==> config.mk <==
export PLATFORM = sky130hd
export DESIGN_NAME = csbp_cell
export DESIGN_NICKNAME = d
export VERILOG_FILES = /design/src/rtl/csbp_pkg.sv /design/src/rtl/csbp_cell.sv
export SDC_FILE = /design/constraint.sdc
export NUM_CORES = 1
export LEC_CHECK = 0
export BUFFER_PORTS_ARGS = -buffer_cell sky130_fd_sc_hd__buf_2
export CORE_ASPECT_RATIO = 0.9
export CORE_MARGIN = 2
export CORE_UTILIZATION = 40
export CTS_BUF_LIST = sky130_fd_sc_hd__clkbuf_8
export DETAILED_ROUTE_END_ITERATION = 7
export PLACE_DENSITY = 0.75
export SKIP_CTS_REPAIR_TIMING = 1
export SLEW_MARGIN = 20
export SYNTH_ARGS = -nofsm -noshare
export SYNTH_HDL_FRONTEND = slang
export SYNTH_SLANG_ARGS = --single-unit
==> constraint.sdc <==
create_clock -name clk -period 6.2 [get_ports clk]
set_input_delay 1.24 -clock clk [delete_from_list [all_inputs] [get_ports clk]]
set_output_delay 1.24 -clock clk [all_outputs]
set_load 0.03 [all_outputs]
==> src/rtl/csbp_pkg.sv <==
// csbp_pkg: shared types and constants for the clock-sweep buffer pool tag table
// used by csbp_cell and clock_sweep_buffer_pool_unit
// no dependencies
package csbp_pkg;

  localparam int NUM_SLOTS_DEF = 64;

  localparam int REQ_W    = 2;
  localparam int TABLE_W  = 32;
  localparam int PAGE_W   = 64;
  localparam int STATUS_W = 2;
  localparam int SLOT_W   = 6;
  localparam int COUNT_W  = 8;
  localparam int CFG_W    = 7;

  localparam logic [CFG_W-1:0]   SLOTS_RESET = 7'd64;
  localparam logic [COUNT_W-1:0] USE_MAX     = 8'd255;
  localparam logic [COUNT_W-1:0] USE_INSTALL = 8'd1;

  typedef enum logic [REQ_W-1:0] {
    REQ_LOOKUP  = 2'd0,
    REQ_RELEASE = 2'd1,
    REQ_GRAB    = 2'd2,
    REQ_NONE    = 2'd3
  } req_t;

  typedef enum logic [STATUS_W-1:0] {
    STAT_OK     = 2'd0,
    STAT_MISS   = 2'd1,
    STAT_NOFREE = 2'd2,
    STAT_ABSENT = 2'd3
  } status_t;

  typedef enum logic [1:0] {
    ST_IDLE,
    ST_SEARCH,
    ST_FREECHK,
    ST_SWEEP
  } state_t;

  // what each cell presents to the pick tree
  typedef enum logic [1:0] {
    SEL_MATCH,
    SEL_FREE,
    SEL_TAKEN
  } sel_mode_t;

  typedef struct packed {
    sel_mode_t mode;
    logic      touch;
    logic      unpin;
    logic      install;
    logic      load_hand;
    logic      sweep;
  } cell_cmd_t;

endpackage

==> src/rtl/csbp_cell.sv <==
// csbp_cell: one buffer slot tag (table, page, pin, use count) with its share of the hand
// the hand token moves from each cell to the next one per sweep cycle
// depends on csbp_pkg
module csbp_cell #(
  parameter int IDX = 0,
  parameter int IW  = 6,
  parameter int CW  = 7
) (
  input  logic                          clk,
  input  logic                          rst,
  input  csbp_pkg::cell_cmd_t           cmd,
  input  logic [IW-1:0]                 cmd_idx,
  input  logic [CW-1:0]                 n_act,
  input  logic [csbp_pkg::TABLE_W-1:0]  req_table,
  input  logic [csbp_pkg::PAGE_W-1:0]   req_page,
  input  logic                          token_in,
  output logic                          token_out,
  output logic                          sel,
  output logic                          tnz,
  output logic [csbp_pkg::PAGE_W-1:0]   page
);

  logic [csbp_pkg::TABLE_W-1:0] tbl;
  logic                         pinned;
  logic [csbp_pkg::COUNT_W-1:0] use_count;
  logic                         token;
  logic                         taken;

  logic active;
  logic is_tgt;
  logic match;
  logic free_here;

  assign active    = CW'(IDX) < n_act;
  assign is_tgt    = cmd_idx == IW'(IDX);
  assign match     = (tbl == req_table) && (page == req_page);
  assign free_here = !pinned && (use_count == '0);
  assign tnz       = tbl != '0;

  // inactive cells just pass the hand on
  assign token_out = token && !(active && free_here);

  always_comb begin
    case (cmd.mode)
      csbp_pkg::SEL_MATCH: sel = active && match;
      csbp_pkg::SEL_FREE:  sel = active && !pinned;
      csbp_pkg::SEL_TAKEN: sel = taken;
      default:             sel = 1'b0;
    endcase
  end

  always_ff @(posedge clk) begin
    if (rst) begin
      tbl       <= '0;
      page      <= '0;
      pinned    <= 1'b0;
      use_count <= '0;
      token     <= 1'b0;
      taken     <= 1'b0;
    end else begin
      if (cmd.touch && is_tgt) begin
        if (use_count != csbp_pkg::USE_MAX) begin
          use_count <= use_count + 1'b1;
        end
        pinned <= !cmd.unpin;
      end
      if (cmd.load_hand) begin
        token <= is_tgt;
      end else if (cmd.sweep) begin
        token <= token_in;
        if (token && active) begin
          if (free_here) begin
            taken <= 1'b1;
          end else if (use_count != '0) begin
            use_count <= use_count - 1'b1;
          end
        end
      end
      // install waits for the pick tree so the old page can be read out first
      if (cmd.install && taken) begin
        tbl       <= req_table;
        page      <= req_page;
        pinned    <= 1'b1;
        use_count <= csbp_pkg::USE_INSTALL;
        taken     <= 1'b0;
      end
    end
  end

endmodule

# After elaboration in Yosys (flattened, before gate mapping)
# Cells that the tools add are included.
# totals
regBits	107
input_bits	119
elab_cells	50
# classes
addsub	2
magnitude_cmp	1
n_eq_ne	5
muxes	13
bitwise	1
reduce_logical	21
# ops
operator	n
equality test 64 bit	1
two-way mux 8 bit	7
equality test 32 bit	1
nonzero test 32 bit	1
logical AND 1 bit	9
adder 8 x 1 -> 8 bit (second input constant)	1
zero test 8 bit	1
!= test 8 bit (second input constant)	1
nonzero test 8 bit	1
subtractor 8 x 1 -> 8 bit (second input constant)	1
< comparator 1 x 7 -> 1 bit (first input constant)	1
zero test 6 bit	1
two-way mux 1 bit	5
AND reduction 4 bit	1
nonzero test 2 bit	2
zero test 1 bit	3
case mux 1 bit (3 select lines)	1
equality test 2 x 1 -> 1 bit (second input constant)	1
equality test 2 bit (second input constant)	1
zero test 2 bit	1
OR reduction 2 bit	1
inverter 1 bit	1

# Logic depth before layout (Yosys ltp)
# depth
depth_word	9
mapped_depth	8

# Worst setup path before layout
# Ideal clock, no wire load.
# synth_timing
kind	input port to output port
from	input port req_page[59] (netlist name)
to	output port sel
t_arrival_ns	2.514
t_required_ns	4.960
path_slack_ns	2.446
path_stages	5
path_buffers	0
cell_sequence	xnor2_1 -> nand4_1 -> nor4_1 -> nand3_1 -> o21ai_0
# synth_via
elab_chain_cells	4
# synth_lines
element	line_no	text
from (decl)	csbp_cell.sv:15	input logic [csbp_pkg::PAGE_W-1:0] req_page,
equality test 64 bit	csbp_cell.sv:36	assign match = (tbl == req_table) && (page == req_page);
logical AND 1 bit	csbp_cell.sv:36	
logical AND 1 bit	csbp_cell.sv:45	csbp_pkg::SEL_MATCH: sel = active && match;
case mux 1 bit (3 select lines)	csbp_cell.sv:44	case (cmd.mode)
to (decl)	csbp_cell.sv:18	output logic sel,
# No other way between the ends.

# Worst setup path after layout
# layout_timing
from	input port req_page[28] (netlist name)
to	output port sel
# Same word-level chain as after synthesis.

==> impl_metrics.json <==
{
  "antenna_left": 0,
  "drc": 0,
  "cp.arrival_ps": 2800,
  "synthFlopType": "dfxtp_1",
  "maxCapViolCount": 0,
  "seq_area_frac_synth_pct": 41.0,
  "cp_num_buf_inv": 2,
  "peakVddDrop_uv": 181,
  "path_class": "in2out",
  "hold_violations": 0,
  "final_cell_mix": "nand2_1, buf_2, dfxtp_1",
  "cts_max_level": 3,
  "nNetsFinal": 946,
  "antenna_found_initial": 1,
  "grt_pass1_wl_um": 24500,
  "synth.distinct_cells": 55,
  "syn_area_per_cell_um2": 7.91,
  "portBuffers": 185,
  "synth_warnings": 0,
  "ios": 186,
  "cts_tree": "done",
  "post-route-min-period_ps": 4040,
  "synth_seq_cells": 107,
  "seqPwrFrac_pct": 56.1,
  "wl_per_cell_um": 15.8,
  "finalSetupViolations": 0,
  "crit_chain": "buf_2 > xnor2_1 > nand4_1 > nor4_1 > nand4_1 > o21ai_0 > buf_2",
  "clock_power_share_pct": 30.5,
  "required_ps": 4960,
  "worstHoldPathCells": 2,
  "setup.worst_path.start": "req_page[28]",
  "cts-root-buf": "clkbuf_8",
  "min_period_over_period_pct": 65.2,
  "synth_edf_count": 0,
  "pwr-share-comb_pct": 13.3,
  "grt_max_degree": 98,
  "p_per_area_mw_per_mm2": 196,
  "core_area_mm2": 0.0127,
  "die_w_um": 125,
  "synth_area_leaders": "dfxtp_1, xnor2_1, nand2_1",
  "cp-start-kind": "input port",
  "worstReg2RegStart": "use_count[0]",
  "synth_fp_nets": 783,
  "vias": 5173,
  "tns_ps": 0,
  "worstHoldStart": "page[12]",
  "grt_pass1_vias": 4817,
  "insertion_delay_ps": 380,
  "drive_above_1_share_pct": 25.4,
  "slew_violations": 0,
  "grt_use_total_pct": 22.1,
  "via_per_inst": 5.21,
  "initial_utilization_pct": 41.1,
  "fmax_ghz": 0.247,
  "rsz0062_at_grt": "false",
  "cts_sinks": 107,
  "die_y_um": 112,
  "synth_top_area_share_pct": 41.0,
  "status": "complete, no violations",
  "cts.path.max_buffers": 2,
  "cts-buffers-inserted": 9,
  "cp_top_family": "simple AND/OR/NAND/NOR gates",
  "hold_ws_ps": 483,
  "post-synth-top-area-cell": "dfxtp_1",
  "r2r_setup_slack_ps": 3850,
  "min_to": "page[12]",
  "syn2layout_area_growth_pct": 22.2,
  "swShare_pct": 26.8,
  "synth_area_mm2": 0.00523,
  "synthArstFlopShare_pct": 0,
  "crit_fanout": 2,
  "power.leakage_nw": 2.39,
  "drt_pass1_iterations": 5,
  "critPathCaptureType": "output pin",
  "hpwl_um": 11600,
  "synthCells": 661,
  "internal_power_uw": 916,
  "p_sw_uw": 336,
  "dieArea_mm2": 0.0140,
  "rr_worst_depth": 7,
  "path_clk_slew_ps": 90,
  "gp_congestion": 0.911,
  "rows": 39,
  "fin_skew_ps": 7.48,
  "slew_headroom_pct": 27.5,
  "final_common_cell": "nand2_1",
  "drtIter0Drc": 355,
  "cpPeakStageDelay_ps": 400,
  "finalWirelength_um": 15700,
  "r2r_end": "use_count[3]",
  "cpMaxStageDelayCell": "nor4_1",
  "tightest_slew_ps": 1090,
  "hold_class": "reg2reg",
  "grt_overflow": 0
}
## flip-flops by register name (all words and copies together), names as in the netlist
signal     count
page          64
pinned         1
taken          1
tbl           32
token          1
use_count      8
## routing by layer
layer | part of all wire, % | GRT usage (%) | wire length, um | up-vias
met4 | 1.7 | 5.69 | 265 | 0
met5 | 0 | 0 | 0 | -
met1 | 44 | 28.5 | 6850 | 2364
li1 | - | - | - | 2568
met3 | 10 | 8.15 | 1610 | 16
met2 | 44 | 35.2 | 6960 | 225
## tightest hold or removal path: stages (launching register included)
cell     delay, ps
dfxtp_1        340
nand2_1         60
a21oi_1         50
## Yosys cell counts (2+ instances only)
master / n
nand4_1: 28
nor4_1: 15
o21ai_0: 4
a21o_1: 3
nand2_1: 199
a21oi_1: 101
inv_1: 4
clkbuf_1: 23
nand3_1: 4
a211oi_1: 5
dfxtp_1: 107
nor4b_1: 2
ha_1: 3
or3_1: 2
nor2_1: 9
buf_1: 8
nor3_1: 7
a22oi_1: 2
mux2i_1: 3
xnor2_1: 97
## cell families (layout without fill, tap and decap cells)
group	after synthesis	count (layout)	share of synthesized area (%)
adders and majority gates	3	3	0.718
other	0	1	0
AOI/OAI and AO/OA	129	129	13.8
muxes	3	3	0.574
DFF	107	107	41.0
and+or+nand+nor	283	283	24.4
buffers and inverters	39	205	3.28
xor gates and xnor gates	97	97	16.2
## per-stage QoR
step	total power, mW	setup WS [ps]	area [um2]	cells	utilization [%]
global placement	0.885	2160	6230	977	48.9
detailed placement	0.886	2130	6230	977	48.9
CTS	1.26	2130	6390	991	50.2
global route	1.31	2020	6390	992	50.2
finish	1.25	2160	6390	992	50.2
floorplan	0.804	2450	5230	661	-
## power groups by stage
| stage | Clock [mW] | Sequential, mW | Combinational, mW |
|---|---|---|---|
| after floorplan | 0 | 0.726 | 0.0776 |
| after global placement | 0 | 0.718 | 0.167 |
| after detailed placement | 0 | 0.719 | 0.167 |
| after CTS | 0.394 | 0.703 | 0.168 |
| after global routing | 0.420 | 0.704 | 0.182 |
| final | 0.382 | 0.703 | 0.167 |
## worst max-delay path by stage
stage                     end  cells past startpoint
after floorplan           sel                      5
after global placement    sel                      7
after detailed placement  sel                      7
after CTS                 sel                      7
after global routing      sel                      7
final                     sel                      7
## layout make-up
type / count / area (um2)
tap: 164 / 205
timing repair buffer: 187 / 943
multi-input combinational: 515 / 2920
sequential: 107 / 2140
antenna: 1 / 2.50
clock buffer: 10 / 138
fill: 1250 / 6350
inverter: 4 / 15.0
clock inverter: 4 / 21.3
(Power assumes the default switching activity.)
